==> config.mk <==
export PLATFORM = sky130hd
export DESIGN_NAME = coprq_cell
export DESIGN_NICKNAME = d
export VERILOG_FILES = /design/src/rtl/coprq_pkg.sv /design/src/rtl/coprq_cell.sv
export SDC_FILE = /design/constraint.sdc
export NUM_CORES = 1
export LEC_CHECK = 0
export BUFFER_PORTS_ARGS = -buffer_cell sky130_fd_sc_hd__buf_4
export CAP_MARGIN = 5
export CORE_ASPECT_RATIO = 0.8
export CORE_MARGIN = 2
export CORE_UTILIZATION = 45
export CTS_CLUSTER_SIZE = 10
export DETAILED_ROUTE_END_ITERATION = 8
export GPL_TIMING_DRIVEN = 0
export PLACE_DENSITY = 0.83
export SLEW_MARGIN = 20
export SYNTH_ARGS = -nofsm -noshare
export SYNTH_HDL_FRONTEND = slang
export SYNTH_SLANG_ARGS = --single-unit
export TNS_END_PERCENT = 20
==> constraint.sdc <==
create_clock -name i_clk -period 9.5 [get_ports i_clk]
set_clock_uncertainty 0.1 [all_clocks]
set_input_delay 1.425 -clock i_clk [delete_from_list [all_inputs] [get_ports i_clk]]
set_output_delay 1.425 -clock i_clk [all_outputs]
set_load 0.02 [all_outputs]
==> src/rtl/coprq_pkg.sv <==
`default_nettype none
// ----------------------------------------------------------------------------
// coprq_pkg - shared types and codes of the cost ordered priority queue
// Operation and status codes, field widths and the command bundle that the
// control logic broadcasts to every cell of the chain.
// ----------------------------------------------------------------------------
package coprq_pkg;

    localparam int FUNC_W    = 3;
    localparam int IN_KEY_W  = 16;
    localparam int COST_W    = 24;
    localparam int STATUS_W  = 2;
    localparam int OCC_W     = 7;
    localparam int IN_DATA_W  = 48;   // 43 bits of fields, padded to bytes
    localparam int OUT_DATA_W = 56;   // 50 bits of fields, padded to bytes

    localparam logic [FUNC_W-1:0] OP_INSERT   = 3'd0;
    localparam logic [FUNC_W-1:0] OP_POP      = 3'd1;
    localparam logic [FUNC_W-1:0] OP_REMOVE   = 3'd2;
    localparam logic [FUNC_W-1:0] OP_CONTAINS = 3'd3;
    localparam logic [FUNC_W-1:0] OP_CLEAR    = 3'd4;

    localparam logic [STATUS_W-1:0] ST_OK        = 2'd0;
    localparam logic [STATUS_W-1:0] ST_EMPTY     = 2'd1;
    localparam logic [STATUS_W-1:0] ST_FULL      = 2'd2;
    localparam logic [STATUS_W-1:0] ST_NOT_FOUND = 2'd3;

    // Command broadcast to all cells for one cycle
    typedef struct packed {
        logic cmp;   // latch cost and key compare flags
        logic ins;   // insert at the first cell whose cost is not lower
        logic pop;   // shift the whole chain towards the head
        logic rem;   // shift cells at and behind the first key match
        logic clr;   // invalidate every cell
    } t_cell_cmd;

endpackage
`default_nettype wire

==> src/rtl/coprq_cell.sv <==
`default_nettype none
// ----------------------------------------------------------------------------
// coprq_cell - one slot of the sorted chain
// Holds one entry, compares it against the broadcast word and moves entries
// to or from its neighbours on insert, pop and remove.
// ----------------------------------------------------------------------------
module coprq_cell
    import coprq_pkg::*;
#(
    parameter int KEY_WIDTH = 16
) (
    input  wire                   i_clk,
    input  wire                   i_rst_n,
    input  t_cell_cmd             i_cmd,
    input  wire  [KEY_WIDTH-1:0]  i_key,
    input  wire  [COST_W-1:0]     i_cost,
    input  wire                   i_left_ge,
    input  wire                   i_left_valid,
    input  wire  [KEY_WIDTH-1:0]  i_left_key,
    input  wire  [COST_W-1:0]     i_left_cost,
    input  wire                   i_right_valid,
    input  wire  [KEY_WIDTH-1:0]  i_right_key,
    input  wire  [COST_W-1:0]     i_right_cost,
    input  wire                   i_rem_sel,
    output logic                  o_valid,
    output logic [KEY_WIDTH-1:0]  o_key,
    output logic [COST_W-1:0]     o_cost,
    output logic                  o_ge,
    output logic                  o_eq
);

    logic                 r_valid;
    logic [KEY_WIDTH-1:0] r_key;
    logic [COST_W-1:0]    r_cost;
    logic                 r_ge;
    logic                 r_eq;

    // Compare flags; an empty slot counts as costlier than anything
    always_ff @(posedge i_clk) begin
        if (i_cmd.cmp) begin
            r_ge <= !r_valid || (r_cost >= i_cost);
            r_eq <= r_valid && (r_key == i_key);
        end
    end

    always_ff @(posedge i_clk) begin
        if (!i_rst_n) begin
            r_valid <= 1'b0;
        end else if (i_cmd.clr) begin
            r_valid <= 1'b0;
        end else if (i_cmd.ins) begin
            if (i_left_ge) begin
                r_valid <= i_left_valid;
            end else if (r_ge) begin
                r_valid <= 1'b1;
            end
        end else if (i_cmd.pop || (i_cmd.rem && i_rem_sel)) begin
            r_valid <= i_right_valid;
        end
    end

    always_ff @(posedge i_clk) begin
        if (i_cmd.ins) begin
            if (i_left_ge) begin
                r_key  <= i_left_key;
                r_cost <= i_left_cost;
            end else if (r_ge) begin
                r_key  <= i_key;
                r_cost <= i_cost;
            end
        end else if (i_cmd.pop || (i_cmd.rem && i_rem_sel)) begin
            r_key  <= i_right_key;
            r_cost <= i_right_cost;
        end
    end

    assign o_valid = r_valid;
    assign o_key   = r_key;
    assign o_cost  = r_cost;
    assign o_ge    = r_ge;
    assign o_eq    = r_eq;

endmodule
`default_nettype wire

# Yosys cells after proc, flatten, opt, wreduce, memory -nomap -nowiden
# Index checks and enable logic that the tools add are counted.
dict set report classes {
  magnitude_cmp 1
  n_eq_ne 2
  n_mux 12
  n_bitwise 1
  reduce_logical 8
}
# op count
set op_table {}
lappend op_table {{24-bit 2-to-1 mux} 4}
lappend op_table {{16-bit 2-to-1 mux} 4}
lappend op_table {{24-bit >= comparator} 1}
lappend op_table {{16-bit == test} 1}
lappend op_table {{1-bit 2-to-1 mux} 4}
lappend op_table {{3-bit by 1-bit inequality test with 1-bit output, second input constant} 1}
lappend op_table {{1-bit logical AND} 2}
lappend op_table {{1-bit logical OR} 2}
lappend op_table {{2-bit AND reduction} 1}
lappend op_table {{2-bit nonzero test} 1}
lappend op_table {{2-bit OR reduction} 1}
lappend op_table {{1-bit logical NOT} 1}
lappend op_table {{1-bit inverter} 1}
dict set report word_totals {
  reg_bits 43
  inputBits 131
  output_inout_bits 43
  word_cells 29
}

# Depth between registers and ports, before layout
# Gate-level depths: netlist (run 1).
dict set report logic_depth {
  word_depth 4
  depth_mapped 7
  mapped_depth_nobuf 7
}

# Worst setup path after synthesis (run 1)
# No wires, ideal clock.
dict set report synth_timing {
  kind {in2reg}
  startpoint {input port i_left_ge}
  endpoint {register r_valid, in the netlist o_valid}
  setup_time_ps 83
  arrival_time_ps 4144
  required_ps 9317
  path_slack_ps 5172
  stages 5
  n_path_buf 1
  cell_sequence {clkbuf_1 > nor2_1 > a21oi_1 > mux2i_1 > nor3b_1}
}
dict set report synth_via {
  elab_chain_len 2
  elab_cells_between_ends 4
  classes_between {1 x eq/ne; 2 x mux; 1 x reduce/logical}
}
# element line_no
set synth_rtl {}
lappend synth_rtl {{from (decl)} coprq_cell.sv:17} ;# input wire i_left_ge,
lappend synth_rtl {{3-bit by 1-bit inequality test with 1-bit output (no line) / 1-bit 2-to-1 mux (equally long branches)} n/a}
lappend synth_rtl {{2-bit AND reduction (no line) / 1-bit 2-to-1 mux (equally long branches)} n/a}
lappend synth_rtl {{to (signal assigned)} coprq_cell.sv:53} ;# r_valid <= i_left_valid;
lappend synth_rtl {{to (signal assigned)} coprq_cell.sv:58} ;# r_valid <= i_right_valid;
lappend synth_rtl {{to (decl)} coprq_cell.sv:32} ;# logic r_valid;
# Several ways; a longest one is shown, not always the timed one.
# A chain may end at the register's enable or synchronous reset.

# Worst setup path in the final report (run 1)
dict set report layout_timing {
  startpoint {input port i_cost[0]}
  endpoint {register r_ge, in the netlist o_ge, data pin}
}
dict set report layout_via {
  elab_chain_len 2
}
# element line_no
set layout_rtl {}
lappend layout_rtl {{from (decl)} coprq_cell.sv:16} ;# input wire [COST_W-1:0] i_cost,
lappend layout_rtl {{24-bit >= comparator} coprq_cell.sv:41} ;# r_ge <= !r_valid || (r_cost >= i_cost);
lappend layout_rtl {{1-bit logical OR} coprq_cell.sv:41}
lappend layout_rtl {{to (signal assigned)} coprq_cell.sv:41}
lappend layout_rtl {{to (decl)} coprq_cell.sv:35} ;# logic r_ge;
# No other way between the ends.

==> out/summary.txt, run 1 <==
Worst Setup End Kind = flip-flop
Min Tclk post-route = 3.16 ns
Clock Tree Buf Depth = 2
NumNets Final = 624
Num CTS Buffers = 5
Row count = 26
Antenna violations before repair = 0
Fin area = 4460 µm²
Switching power = 0.164 mW
Final WL = 8.67 mm
GR peak layer = met2
Grt met3 use = 6.13%
Outcome = complete, no violations
Power Dens Cells = 124 nW/µm²
Vias in the first global route = 2,814
Flop and latch count out of synthesis = 43
Synthesized Nets = 444
CTS resizes = 0
Port Buf Inserts = 172
Seq/Total Area, Yosys = 43.8%
Height of the die = 76.1 µm
YS warnings = 0
Main combinational cell family by area after synthesis = multiplexers
Commonest non-fill, non-tap cell in the layout = buf_4
Largest net degree at the start of global routing = 24
DP Wirelength = 7.04 mm
DR WL/cell = 15.7 µm
Core Footprint = 6340 µm²
Arrival time at the worst endpoint = 3.10 ns
Synth cell types = 30
Compound-Gate Fraction of Synth Area = 12.2%
# IOs = 174
MaxCap Viol Count = 0
Grt met1 use = 28.9%
Latest clock arrival within the worst-skew pair = 0.29 ns
Fmax = 317 MHz
Unrepaired setup endpoints after global routing = no
Post-CTS Hold Fix Bufs = 0
Layout cells sized above 1 = 39.8%
Crit path required time = 9.44 ns
Met2 usage = 43.6%
Slew Limit Fails = 0
Clock power share = 23.6%
Initial core utilization = 46.1%
Avg Cell Area, Syn = 10.1 µm²
Setup_tns = 0 ns
P_int = 0.390 mW
Adder-Cell Fraction of Synth Area = 10.3%
Aggregate global-route resource usage = 24.2%
Antenna Violating Nets Remaining = 0
Seq pwr share = 43.7%
Most frequent cells in the layout = buf_4 (172), a21oi_1 (49), nor2_1 (42), edfxtp_1 (42), mux2i_1 (41)
Sw Ratio = 29.6%
Vias per inst = 5.04
DRC Markers = 0
Setup violations, final = 0
CTS tree = done
Worst IR drop on VDD = 94.5 µV
LEAKAGE = 2.16 nW
Filler cells = 491
DP Area = 4360 µm²
Cells after synthesis = 289
Footprint of the multi-input gates = 1500 µm²
Clock Pin Slew Worst Setup and Hold Paths = 0.08 ns
Reg area = 1280 µm²
WS Path Type = in -> reg
Cell depth of the worst min-delay path = 2
Post-Syn Area = 2930 µm²
Worst Max-Slew Pin Slew = 0.715 ns
Final Hold Vio Count = 0
CP max FO = 2
1st-iter DRT viols = 106
Fraction of synthesized area in multiplexers = 14.0%
Setup crit start kind = input pin
Slew HR = 52.3%
Setup Fix Bufs, Post-CTS = 0
Worst r2r path cells = 7
Simple-gate share of the synthesized area = 9.75%
Clk Tree Root Cell = clkbuf_8
Die Span X = 94.1 µm
Hold crit path type = reg -> reg
1st-pass router iterations = 4
Global placement routability congestion = 0.776
Global-route wire length before repair = 13.5 mm
Grt total ovfl = 0
DIE AREA = 7170 µm²
Clock Sink Count = 43
# diodes = 0
Logic gate share of total power = 32.7%
Fin crit share = 33.3%
Via count = 2,793
H-tree levels = 2
Area growth, synth to finish = 52.5%
XOR/XNOR share of the synthesized area = 4.79%
## sequential cells by signal, indices dropped and copies added (netlist names)
| register | cells |
|---|---|
| o_key | 16 |
| o_cost | 24 |
| o_eq | 1 |
| o_ge | 1 |
| o_valid | 1 |
## Yosys cell counts
master     instances  area share [%]
nand2b_4           1            0.47
a2111oi_1          1            0.34
nor2_1            42             5.4
nand4_1            5             1.1
inv_1             25             3.2
buf_2              4            0.68
a21o_1             1            0.26
buf_1              3            0.38
nor2b_1            1            0.21
o311a_1            1            0.34
o22a_1             1            0.30
a41o_1             1            0.34
xnor2_1           12             3.6
edfxtp_1          42              43
o21ai_1            1            0.17
a211oi_1           1            0.26
or3_1              1            0.21
xor2_1             4             1.2
a21oi_1           50             8.6
o21ai_0            4            0.68
nor4_1             3            0.64
dfxtp_1            1            0.68
nand4b_1           1            0.30
mux2i_1           41              14
nand2_1            8             1.0
clkbuf_1           7            0.90
nand3_1            1            0.17
a2111oi_4          1            0.94
nor3b_1            1            0.26
ha_1              24              10
## worst max-delay path, cell delays in order
cell       delay (ns)
buf_4            0.11
ha_1             0.28
nand2b_4         0.15
a2111oi_4        0.33
a2111oi_1        0.11
o311a_1          0.32
or3_1            0.37
## per-stage QoR
step / utilization, % / power [mW] / hold slack, ns / std cells / worst slack, ns
after floorplan: - / 0.335 / 0.516 / 289 / 5.17
after global placement: 68.1 / 0.422 / 0.487 / 545 / 3.97
after detailed placement: 68.7 / 0.429 / 0.500 / 546 / 6.02
after CTS: 70.3 / 0.559 / 0.512 / 554 / 6.34
after global routing: 70.3 / 0.585 / 0.557 / 554 / 6.32
final: 70.3 / 0.555 / 0.514 / 554 / 6.34
## power by group through the flow
stage,Sequential [mW],Clock [mW],Combinational [mW]
floorplan,0.268,0,0.0674
CTS,0.242,0.134,0.183
detailed placement,0.247,0,0.182
finish,0.242,0.131,0.181
global placement,0.247,0,0.175
global route,0.245,0.142,0.199
## logic make-up (layout without fill, tap and decap cells)
logic type      after synthesis  in the layout
simple gates                 64             64
mux                          41             41
compound gates               62             62
flops                        43             43
buf+inv                      39            220
xor+xnor                     16             16
fa+ha+maj                    24             24
## path summary, 6_finish.rpt
path	slack, ns	start	end
max reg2reg	7.19	o_cost[0]	o_ge
min	0.51	o_valid	o_valid
min reg2reg	0.51	o_valid	o_valid
max	6.34	i_cost[0]	o_ge
## layout make-up
class	instances	share of cell area [%]
multi-input cells	207	33.7
inverters	25	2.10
repair buffers	173	29.6
well taps	84	2.36
plain buffers	14	1.29
flip-flops and latches	43	28.7
clock buffers	8	2.24
## routing by layer
| layer | vias up | part of all wire, % |
|---|---|---|
| li1 | 1396 | - |
| met1 | 1271 | 39 |
| met2 | 120 | 52 |
| met3 | 6 | 8.2 |
| met4 | 0 | 0.66 |
| met5 | - | 0 |
No activity file was read; power rests on OpenSTA's default activity.
==> run 2: changes to the inputs <==
--- a/config.mk
+++ b/config.mk
@@ -9,11 +9,11 @@
 export CAP_MARGIN = 5
 export CORE_ASPECT_RATIO = 0.8
 export CORE_MARGIN = 2
-export CORE_UTILIZATION = 45
+export CORE_UTILIZATION = 44
 export CTS_CLUSTER_SIZE = 10
 export DETAILED_ROUTE_END_ITERATION = 8
 export GPL_TIMING_DRIVEN = 0
-export PLACE_DENSITY = 0.83
+export PLACE_DENSITY = 0.81
 export SLEW_MARGIN = 20
 export SYNTH_ARGS = -nofsm -noshare
 export SYNTH_HDL_FRONTEND = slang
==> constraint.sdc (replaced) <==
create_clock -name i_clk -period 3.2 [get_ports i_clk]
set_clock_uncertainty 0.1 [all_clocks]
set_input_delay 0.48 -clock i_clk [delete_from_list [all_inputs] [get_ports i_clk]]
set_output_delay 0.48 -clock i_clk [all_outputs]
set_load 0.02 [all_outputs]
==> out/summary.txt, run 2 (synthesis results as in run 1) <==
Cell depth of the worst min-delay path = 2
Unrepaired setup endpoints after global routing = no
Clock Sink Count = 43
1st-pass router iterations = 4
NumNets Final = 624
Crit path required time = 3.13 ns
Fin area = 4440 µm²
MaxCap Viol Count = 0
Hold crit path type = in -> reg
H-tree levels = 2
Num CTS Buffers = 5
Cell Chain, Critical Path = inv_1 -> ha_1 -> nand2b_4 -> a2111oi_4 -> a2111oi_1 -> o311a_1 -> or3_1
CP max FO = 2
Largest net degree at the start of global routing = 22
DRC Markers = 0
Latest clock arrival within the worst-skew pair = 0.29 ns
Hold path start = i_cmd[0]
Vias per inst = 5.06
Clock Pin Slew Worst Setup and Hold Paths = 0.08 ns
Worst IR drop on VDD = 237 µV
1st-iter DRT viols = 87
Antenna Violating Nets Remaining = 0
Worst r2r path cells = 7
Worst Setup End Kind = flip-flop
Clk Tree Root Cell = clkbuf_8
Final WL = 8.34 mm
Antenna violations before repair = 0
Worst Hold Path EP = o_valid
DP Wirelength = 6.85 mm
Clock Tree Buf Depth = 2
Grt total ovfl = 0
Global placement routability congestion = 0.778
Fin crit share = 72.1%
Min Tclk post-route = 2.31 ns
WS Path Type = reg -> reg
Setup crit start kind = flip-flop
Place WS = 0.667 ns
Max incr delay on CP = 0.40 ns
Global-route wire length before repair = 13.1 mm
Height of the die = 76.9 µm
Max reg flops = 24
Slew Limit Fails = 0
Outcome = complete, no violations
Core Footprint = 6410 µm²
Layout cells sized above 1 = 39.4%
Most frequent cells in the layout = buf_4 (172), a21oi_1 (49), nor2_1 (42), edfxtp_1 (42), mux2i_1 (41)
Post-CTS Hold Fix Bufs = 0
# diodes = 0
Power Dens Cells = 359 nW/µm²
LEAKAGE = 2.15 nW
Via count = 2,802
Reg2reg start = o_cost[0]
Die Span X = 95.2 µm
Vias in the first global route = 2,790
Initial core utilization = 45.6%
CTS tree = done
DR WL/cell = 15.0 µm
Setup violations, final = 0
Critical R2R Capture = o_ge
Commonest non-fill, non-tap cell in the layout = buf_4
Worst Max-Slew Pin Slew = 0.810 ns
CTS resizes = 0
Aggregate global-route resource usage = 22.8%
Slowest CP cell = edfxtp_1
Arrival time at the worst endpoint = 2.23 ns
Final Hold Vio Count = 0
Row count = 26
DP Area = 4360 µm²
R2R setup slack = 0.89 ns
Setup Fix Bufs, Post-CTS = 0
Final worst-path setup slack = 0.893 ns
Fmax = 433 MHz
Slew HR = 45.9%
# IOs = 174
Area growth, synth to finish = 51.8%
Filler cells = 537
Port Buf Inserts = 172
DIE AREA = 7320 µm²
Setup_tns = 0 ns
==> run 2: cell counts in the layout (fill, tap and decap cells not counted) <==
Identical to the previous run, type by type.
==> run 2: critical path, delay by kind of cell (launching register included) <==
kind | cells | cell delay (ns)
AO/OA/AOI/OAI | 3 | 0.76
AND/OR/NAND/NOR | 2 | 0.52
flip-flops | 1 | 0.40
buffers and inverters | 1 | 0.07
adder cells (fa/ha/maj) | 1 | 0.21
==> run 2: through the flow <==
step	util [%]	total power, mW	instances	hold slack [ns]
floorplan	-	0.994	289	0.456
global placement	67.5	1.25	545	0.504
detailed placement	68.0	1.27	546	0.506
CTS	69.3	1.61	554	0.236
global route	69.3	1.68	554	0.236
finish	69.3	1.59	554	0.244
==> run 2: power breakdown <==
| part | leakage, nW | switching, mW | internal, mW | total, mW |
|---|---|---|---|---|
| registers | 0.427 | 0.0337 | 0.685 | 0.719 |
| clock network | 0.0395 | 0.184 | 0.156 | 0.339 |
| logic | 1.68 | 0.258 | 0.276 | 0.534 |
| total | 2.15 | 0.476 | 1.12 | 1.59 |
==> run 2: cell type report <==
cell class                      instances  area [µm²]  share of cell area, %
Inverter                               25        93.8                   2.11
Sequential cell                        43        1280                   28.9
Tap cell                               84         105                   2.37
Clock buffer                            8        80.1                   1.80
Timing Repair Buffer                  173        1320                   29.7
Multi-Input combinational cell        207        1500                   33.9
Buffer                                 14        57.6                   1.30
==> run 2: worst max-delay path by stage <==
stage | slack, ns | from | endpoint
2_1_floorplan | 0.72 | i_cmd[3] | o_valid
3_3_place_gp | -0.19 | i_cmd[3] | o_valid
3_5_place_dp | 0.67 | i_cost[0] | o_ge
4_1_cts | 0.87 | o_cost[0] | o_ge
5_1_grt | 0.81 | o_cost[0] | o_ge
6_report | 0.89 | o_cost[0] | o_ge
==> run 2: metal layers <==
metal  global-route usage (%)  part of all wire [%]  vias to the layer above
met5                        0                     0                        -
met2                     40.1                    50                      114
met1                     28.1                    40                     1288
met3                     6.78                   9.4                        8
met4                     3.19                  0.68                        0
li1                         -                     -                     1392
